===== config.mk =====
export PLATFORM = sky130hd
export DESIGN_NAME = hact_ctrl
export DESIGN_NICKNAME = d
export VERILOG_FILES = /design/src/design/hact_pkg.sv /design/src/design/hact_ctrl.sv
export SDC_FILE = /design/constraint.sdc
export NUM_CORES = 1
export LEC_CHECK = 0
export ABC_AREA = 1
export BUFFER_PORTS_ARGS = -buffer_cell sky130_fd_sc_hd__buf_2
export CAP_MARGIN = 0
export CORE_AREA = 2 2 39 41
export CTS_CLUSTER_SIZE = 8
export DETAILED_ROUTE_END_ITERATION = 6
export DIE_AREA = 0 0 41 43
export PLACE_DENSITY = 0.66
export SLEW_MARGIN = 25
export SYNTH_ARGS = -nofsm -noshare
export SYNTH_HDL_FRONTEND = slang
export SYNTH_SLANG_ARGS = --single-unit

===== constraint.sdc =====
create_clock -name clock -period 1.35 [get_ports clock]
set_input_delay 0.135 -clock clock [delete_from_list [all_inputs] [get_ports clock]]
set_output_delay 0.135 -clock clock [all_outputs]
set_load 0.005 [all_outputs]

===== src/design/hact_pkg.sv =====
// Shared types, constants and codes for the hit address count table.
`default_nettype none

package hact_pkg;

   // Defaults for the top-level parameters.
   localparam int DEPTH_DEFAULT  = 1024;
   localparam int ADDR_W_DEFAULT = 64;

   // Fixed field widths of the request and response words.
   localparam int ADDR_PORT_W = 64;
   localparam int IDX_PORT_W  = 10;
   localparam int COUNT_W     = 32;
   localparam int USED_W      = 11;

   // Width that holds any index or fill count over the whole depth range.
   localparam int WIDE_W = 17;

   typedef enum logic [1:0] {
      CMD_RECORD = 2'd0,
      CMD_READ   = 2'd1,
      CMD_CLEAR  = 2'd2
   } cmd_type;

   typedef enum logic [2:0] {
      RES_NEW        = 3'd0,
      RES_INCREMENT  = 3'd1,
      RES_DROPPED    = 3'd2,
      RES_IGNORED    = 3'd3,
      RES_READ_VALID = 3'd4,
      RES_READ_EMPTY = 3'd5,
      RES_CLEARED    = 3'd6
   } res_code_type;

   // Where the pending result takes its entry fields from.
   typedef enum logic [2:0] {
      SRC_ZERO,
      SRC_INDEX,
      SRC_STORED,
      SRC_BUMPED,
      SRC_NEW
   } res_src_type;

   typedef enum logic [2:0] {
      ST_IDLE,
      ST_DISPATCH,
      ST_SEARCH,
      ST_READ_WAIT,
      ST_EMIT
   } state_type;

   typedef struct packed {
      cmd_type                  cmd;
      logic [ADDR_PORT_W-1:0]   hit_address;
      logic                     debug_status;
      logic [IDX_PORT_W-1:0]    read_index;
   } req_word_type;

   typedef struct packed {
      res_code_type             result_code;
      logic [IDX_PORT_W-1:0]    entry_index;
      logic [ADDR_PORT_W-1:0]   entry_address;
      logic [COUNT_W-1:0]       entry_count;
      logic                     overflow_flag;
      logic [COUNT_W-1:0]       total_hits;
      logic [USED_W-1:0]        entries_used;
   } rsp_word_type;

   // Controller to datapath.
   typedef struct packed {
      logic          req_load;
      logic          clear;
      logic          hit_bump;
      logic          scan_start;
      logic          rd_scan;
      logic          rd_index;
      logic          wr_new;
      logic          wr_bump;
      logic          set_ovf;
      logic          res_load;
      res_code_type  res_code;
      res_src_type   res_src;
      logic          emit;
   } ctl_cmd_type;

   // Datapath to controller.
   typedef struct packed {
      cmd_type  cmd;
      logic     debug_status;
      logic     in_range;
      logic     more;
      logic     rd_pending;
      logic     hit;
      logic     full;
      logic     rsp_free;
   } dp_status_type;

endpackage

`default_nettype wire


===== src/design/hact_ctrl.sv =====
// Sequencer for record, read and clear commands of the hit address count table.
`default_nettype none

module hact_ctrl (
   input  wire logic                  clock,
   input  wire logic                  reset,
   input  wire logic                  req_valid,
   output logic                       req_ready,
   input  wire hact_pkg::dp_status_type status,
   output hact_pkg::ctl_cmd_type      cmd
);
   import hact_pkg::*;

   state_type state_ff;
   state_type state_in;

   always_ff @(posedge clock) begin
      if (reset) begin
         state_ff <= ST_IDLE;
      end else begin
         state_ff <= state_in;
      end
   end

   // Next state
   always_comb begin
      state_in = state_ff;
      case (state_ff)
         ST_IDLE: begin
            if (req_valid) state_in = ST_DISPATCH;
         end
         ST_DISPATCH: begin
            case (status.cmd)
               CMD_RECORD: begin
                  state_in = status.debug_status ? ST_SEARCH : ST_EMIT;
               end
               CMD_READ: begin
                  state_in = status.in_range ? ST_READ_WAIT : ST_EMIT;
               end
               default: begin
                  state_in = ST_EMIT;
               end
            endcase
         end
         ST_SEARCH: begin
            if (status.hit || !(status.more || status.rd_pending)) state_in = ST_EMIT;
         end
         ST_READ_WAIT: begin
            state_in = ST_EMIT;
         end
         ST_EMIT: begin
            if (status.rsp_free) state_in = ST_IDLE;
         end
         default: begin
            state_in = ST_IDLE;
         end
      endcase
   end

   // Outputs
   always_comb begin
      req_ready = 1'b0;
      cmd = '0;
      cmd.res_code = RES_IGNORED;
      cmd.res_src = SRC_ZERO;
      case (state_ff)
         ST_IDLE: begin
            req_ready = 1'b1;
            cmd.req_load = req_valid;
         end
         ST_DISPATCH: begin
            case (status.cmd)
               CMD_RECORD: begin
                  if (status.debug_status) begin
                     cmd.hit_bump = 1'b1;
                     cmd.scan_start = 1'b1;
                  end else begin
                     cmd.res_load = 1'b1;
                  end
               end
               CMD_READ: begin
                  if (status.in_range) begin
                     cmd.rd_index = 1'b1;
                  end else begin
                     cmd.res_load = 1'b1;
                     cmd.res_code = RES_READ_EMPTY;
                     cmd.res_src = SRC_INDEX;
                  end
               end
               CMD_CLEAR: begin
                  cmd.clear = 1'b1;
                  cmd.res_load = 1'b1;
                  cmd.res_code = RES_CLEARED;
               end
               default: begin
                  cmd.res_load = 1'b1;
               end
            endcase
         end
         ST_SEARCH: begin
            if (status.hit) begin
               cmd.wr_bump = 1'b1;
               cmd.res_load = 1'b1;
               cmd.res_code = RES_INCREMENT;
               cmd.res_src = SRC_BUMPED;
            end else if (status.more) begin
               cmd.rd_scan = 1'b1;
            end else if (!status.rd_pending) begin
               cmd.res_load = 1'b1;
               if (!status.full) begin
                  cmd.wr_new = 1'b1;
                  cmd.res_code = RES_NEW;
                  cmd.res_src = SRC_NEW;
               end else begin
                  cmd.set_ovf = 1'b1;
                  cmd.res_code = RES_DROPPED;
               end
            end
         end
         ST_READ_WAIT: begin
            cmd.res_load = 1'b1;
            cmd.res_code = RES_READ_VALID;
            cmd.res_src = SRC_STORED;
         end
         ST_EMIT: begin
            cmd.emit = status.rsp_free;
         end
         default: begin
         end
      endcase
   end

endmodule

`default_nettype wire


* Word-level counts from Yosys, hierarchy flattened
Index checks and enable logic that the tools add are counted.
** Word-level totals
- Output and inout bits :: 18
- Flip-flop bits (word level) :: 3
** Operators by class
- Muxes and demuxes :: 39
- Reductions and logical operators :: 6
- Equal/unequal tests :: 9
** Operator list (number)
- $mux 3 :: 9
- $pmux 7 s3 :: 1
- $mux 1 :: 18
- $mux 8 :: 2
- $pmux 3 s5 :: 1
- $mux 7 :: 2
- $pmux 3 s2 :: 2
- $eq 3x2->1 const B :: 2
- $mux 2 :: 3
- $ne 2x2->1 const B :: 3
- $eq 3x1->1 const B :: 1
- $eq 3x3->1 const B :: 1
- $logic_not 3->1 :: 1
- $reduce_and 3->1 :: 1
- $eq 2x1->1 const B :: 1
- $eq 2x2->1 const B :: 1
- $logic_not 2->1 :: 1
- $logic_or 1x1->1 :: 2
- $pmux 1 s2 :: 1
- $logic_not 1->1 :: 1

* Logic depth before layout (Yosys ltp)
- Depth in word-level cells :: 5
- Mapped depth :: 8
- Mapped depth without buffers :: 8

* Least setup slack after synthesis
OpenSTA, ideal clock, no wires.
- Kind :: reg-to-output
- From :: reg state_ff[1]
- To :: out cmd[14] in the netlist's numbering
- Cell stages (with the launch flop) :: 6
- Data arrival time :: 918 ps
- Slack :: 297 ps
- Cell sequence :: dfxtp_1 -> buf_6 -> inv_2 -> nand3_2 -> nor2_1 -> buf_4
** RTL lines
- start: declaration :: RTL line hact_ctrl.sv:14 : state_type state_ff;
- start signal: assignment :: RTL line hact_ctrl.sv:21 : state_ff <= state_in;
- end: declaration :: RTL line hact_ctrl.sv:10 : output hact_pkg::ctl_cmd_type cmd

==> flow_metrics.env <==
export IMPL_hold_viol_final=0
export IMPL_max_slew_margin_rel_pct=82.6
export IMPL_final_core_util_pct=46.8
export IMPL_hold_depth=2
export IMPL_startpoint_type="register"
export IMPL_p_sw_uw=191
export IMPL_vias_per_cell=4.59
export IMPL_grt_usage_pct=14.3
export IMPL_fin_crit_sh_pct=93.1
export IMPL_cp_depth=6
export IMPL_layout_drive_gt1_share_pct=42.7
export IMPL_yosysWarnings=0
export IMPL_cts_setup_buffers=0
export IMPL_finalPower_uw=503
export IMPL_syn_avg_cell_area_um2=5.66
export IMPL_rr_worst_depth=7
export IMPL_setup_tns_ns=0
export IMPL_dp_hpwl_um=924
export IMPL_use_met1_pct=19.5
export IMPL_diodes=0
export IMPL_finalSetupViolCount=0
export IMPL_rsz0062_at_grt="false"
export IMPL_cts_sinks=3
export IMPL_routabilityCongestion=0.820
export IMPL_antenna_found_initial=0
export IMPL_synth_area_leaders="nand2_1, dfxtp_1, nor2_1"
export IMPL_grt_max_degree=11
export IMPL_p_leak_uw=0.000375
export IMPL_met2_usage_pct=22.8
export IMPL_clk_latency_ns=0.22
export IMPL_grt_first_pass_wirelength_mm=1.86
export IMPL_cp_cell_sequence="inv_4 -> nand3_4 -> inv_1 -> nand2_1 -> nand3_1 -> buf_2"
export IMPL_core_area_um2=1380
export IMPL_htree_levels=1
export IMPL_die_x_um=41
export IMPL_fmax_mhz=796
export IMPL_final_antenna_net_count=0
export IMPL_num_rows=14
export IMPL_drt_first_pass_iters=4
export IMPL_nFillCells=147
export IMPL_wirelength_mm=1.10
export IMPL_yosysTopAreaCell="nand2_1"
export IMPL_fp_dieH_um=43
export IMPL_seq_area_frac_synth_pct=13.6
export IMPL_dieArea_um2=1760
export IMPL_cts_buffers=3
export IMPL_wl_per_cell_um=8.75
export IMPL_ys_types=19
export IMPL_area_growth_pct=46.7
export IMPL_start_util_pct=31.9
export IMPL_tightest_slew_ns=0.259
export IMPL_max_cap_violations=0
export IMPL_grt_overflow=0
export IMPL_crit_arrival_ns=1.12
export IMPL_syn_inst=78
export IMPL_clock_skew_ns=0.000670
export IMPL_cts_tree="done"
export IMPL_largest_reg_flops=3
export IMPL_swShare_pct=38.0
export IMPL_drv_slew=0
export IMPL_critPathRequiredTime_ns=1.22
export IMPL_crit_slowest_cell="dfxtp_4"
export IMPL_io_pins=30
export IMPL_p_per_area_nw_per_um2=777
export IMPL_gr_usage_met3_pct=1.57
export IMPL_peakVddDrop_v=0.000394
export IMPL_status="finished, final reports clean"
export IMPL_synth_area_um2=442
export IMPL_top_register="state_ff"
export IMPL_drtIter0Drc=9
export IMPL_port_buffers=29
export IMPL_top_usage_layer="met2"
export IMPL_ys_seq_elements=3
export IMPL_combPwrFrac_pct=44.9
export IMPL_syn_num_nets=93
export IMPL_cts_root_buf="clkbuf_4"
export IMPL_clockBufferDepth=2
export IMPL_p_seq_share_pct=25.3
export IMPL_reg_top3="state_ff: 3 flops"
export IMPL_drc=0
export IMPL_grt_pass1_vias=511
export IMPL_critical_path_class="reg2out"
export IMPL_clockPowerShare_pct=29.8
export IMPL_vias=578
export IMPL_cp_max_fo=8
export IMPL_end_kind="output port"
export IMPL_synth_top_area_share_pct=15.3
export IMPL_min_period_ns=1.26
export IMPL_fin_nets=126
export IMPL_p_int_uw=312
export IMPL_clkTransAtPathRegs_ns=0.03
export IMPL_slowest_delay_ns=0.40
export IMPL_cp_top_family="flip-flops"
export IMPL_min_path_type="in2reg"
export IMPL_crit_buf_inv=3
==> stage by stage <==
stage	cells	instance area, um^2	hold WS (ns)	setup WS [ns]
final	126	648	0.0960	0.0936
after global routing	126	648	0.0961	0.00341
after detailed placement	121	588	0.338	0.160
after floorplan	78	442	0.204	0.297
after CTS	125	617	0.0942	0.0234
after global placement	121	588	0.337	0.160
==> cell families (layout without fill, tap and decap cells) <==
kind of cell / after synthesis / after routing / synth area share (%)
simple gates: 49 / 50 / 53.3
flops: 3 / 3 / 13.6
compound gates: 5 / 5 / 6.80
buf+inv: 18 / 49 / 17.8
fa+ha+maj: 3 / 3 / 8.50
==> final timing paths <==
check	to	from	slack [ns]
max	cmd[5]	state_ff[1]	0.09
min reg2reg	state_ff[2]	state_ff[2]	0.67
min	state_ff[0]	reset	0.1
max reg2reg	state_ff[2]	state_ff[2]	0.36
==> routing by layer <==
metal | share of wire (%) | routed length [um]
met4 | 0 | 0
met5 | 0 | 0
met1 | 43 | 479
met3 | 4.2 | 46
met2 | 52 | 577
==> placed cells by master (no fill, tap or decap) <==
master	n
inv_4	2
nand3_2	1
clkbuf_1	1
or2_2	1
nand3_1	6
o22ai_1	2
o211ai_1	1
nor3_1	4
nand2_1	18
a21oi_1	2
clkbuf_4	3
ha_1	3
nand3_4	2
nor3_2	1
nor4_1	2
nor2_2	3
nor2_1	12
buf_2	29
inv_1	12
dfxtp_2	1
inv_2	2
dfxtp_4	2
==> repair_timing <==
| item | CTS | global route |
|---|---|---|
| gates resized for setup | 2 | 7 |
| endpoints found under the setup margin | 3 | 9 |
| pin swaps | 0 | 1 |
| hold buffers | 0 | 0 |
| cloned | 0 | 1 |
==> area by class of cell <==
cell class / count / area [um^2] / area share, %
inverter: 16 / 65.1 / 10.0
timing repair buffer: 29 / 145 / 22.4
tap: 16 / 20.0 / 3.09
clock buffer: 4 / 26.3 / 4.05
multi-input combinational: 58 / 323 / 49.8
sequential: 3 / 68.8 / 10.6
==> worst register-to-register path, stage by stage, from the launching register on <==
cell     delay (ns)
dfxtp_2        0.37
inv_4          0.07
nand2_1        0.10
nor2_1         0.06
nor2_2         0.12
nand3_1        0.07
nand2_1        0.06
inv_1          0.03
==> power by group through the flow <==
stage / Combinational [uW] / Sequential (uW) / Clock (uW)
6_report: 226 / 127 / 150
5_1_grt: 259 / 133 / 170
4_1_cts: 214 / 122 / 153
3_5_place_dp: 213 / 122 / 0
3_3_place_gp: 212 / 122 / 0
2_1_floorplan: 144 / 116 / 0
==> cells in the mapped netlist <==
| library cell | n |
|---|---|
| nand3_4 | 1 |
| ha_1 | 3 |
| nor2_2 | 2 |
| buf_4 | 1 |
| nand2_1 | 18 |
| nor3_1 | 4 |
| or2_2 | 1 |
| a21oi_1 | 2 |
| o22ai_1 | 2 |
| nand3_1 | 6 |
| o211ai_1 | 1 |
| nor4_1 | 2 |
| nor3_2 | 1 |
| dfxtp_1 | 3 |
| nor2_1 | 13 |
| nand3_2 | 1 |
| inv_1 | 12 |
| inv_2 | 4 |
| buf_6 | 1 |
Power figures use the tool's default switching activity.
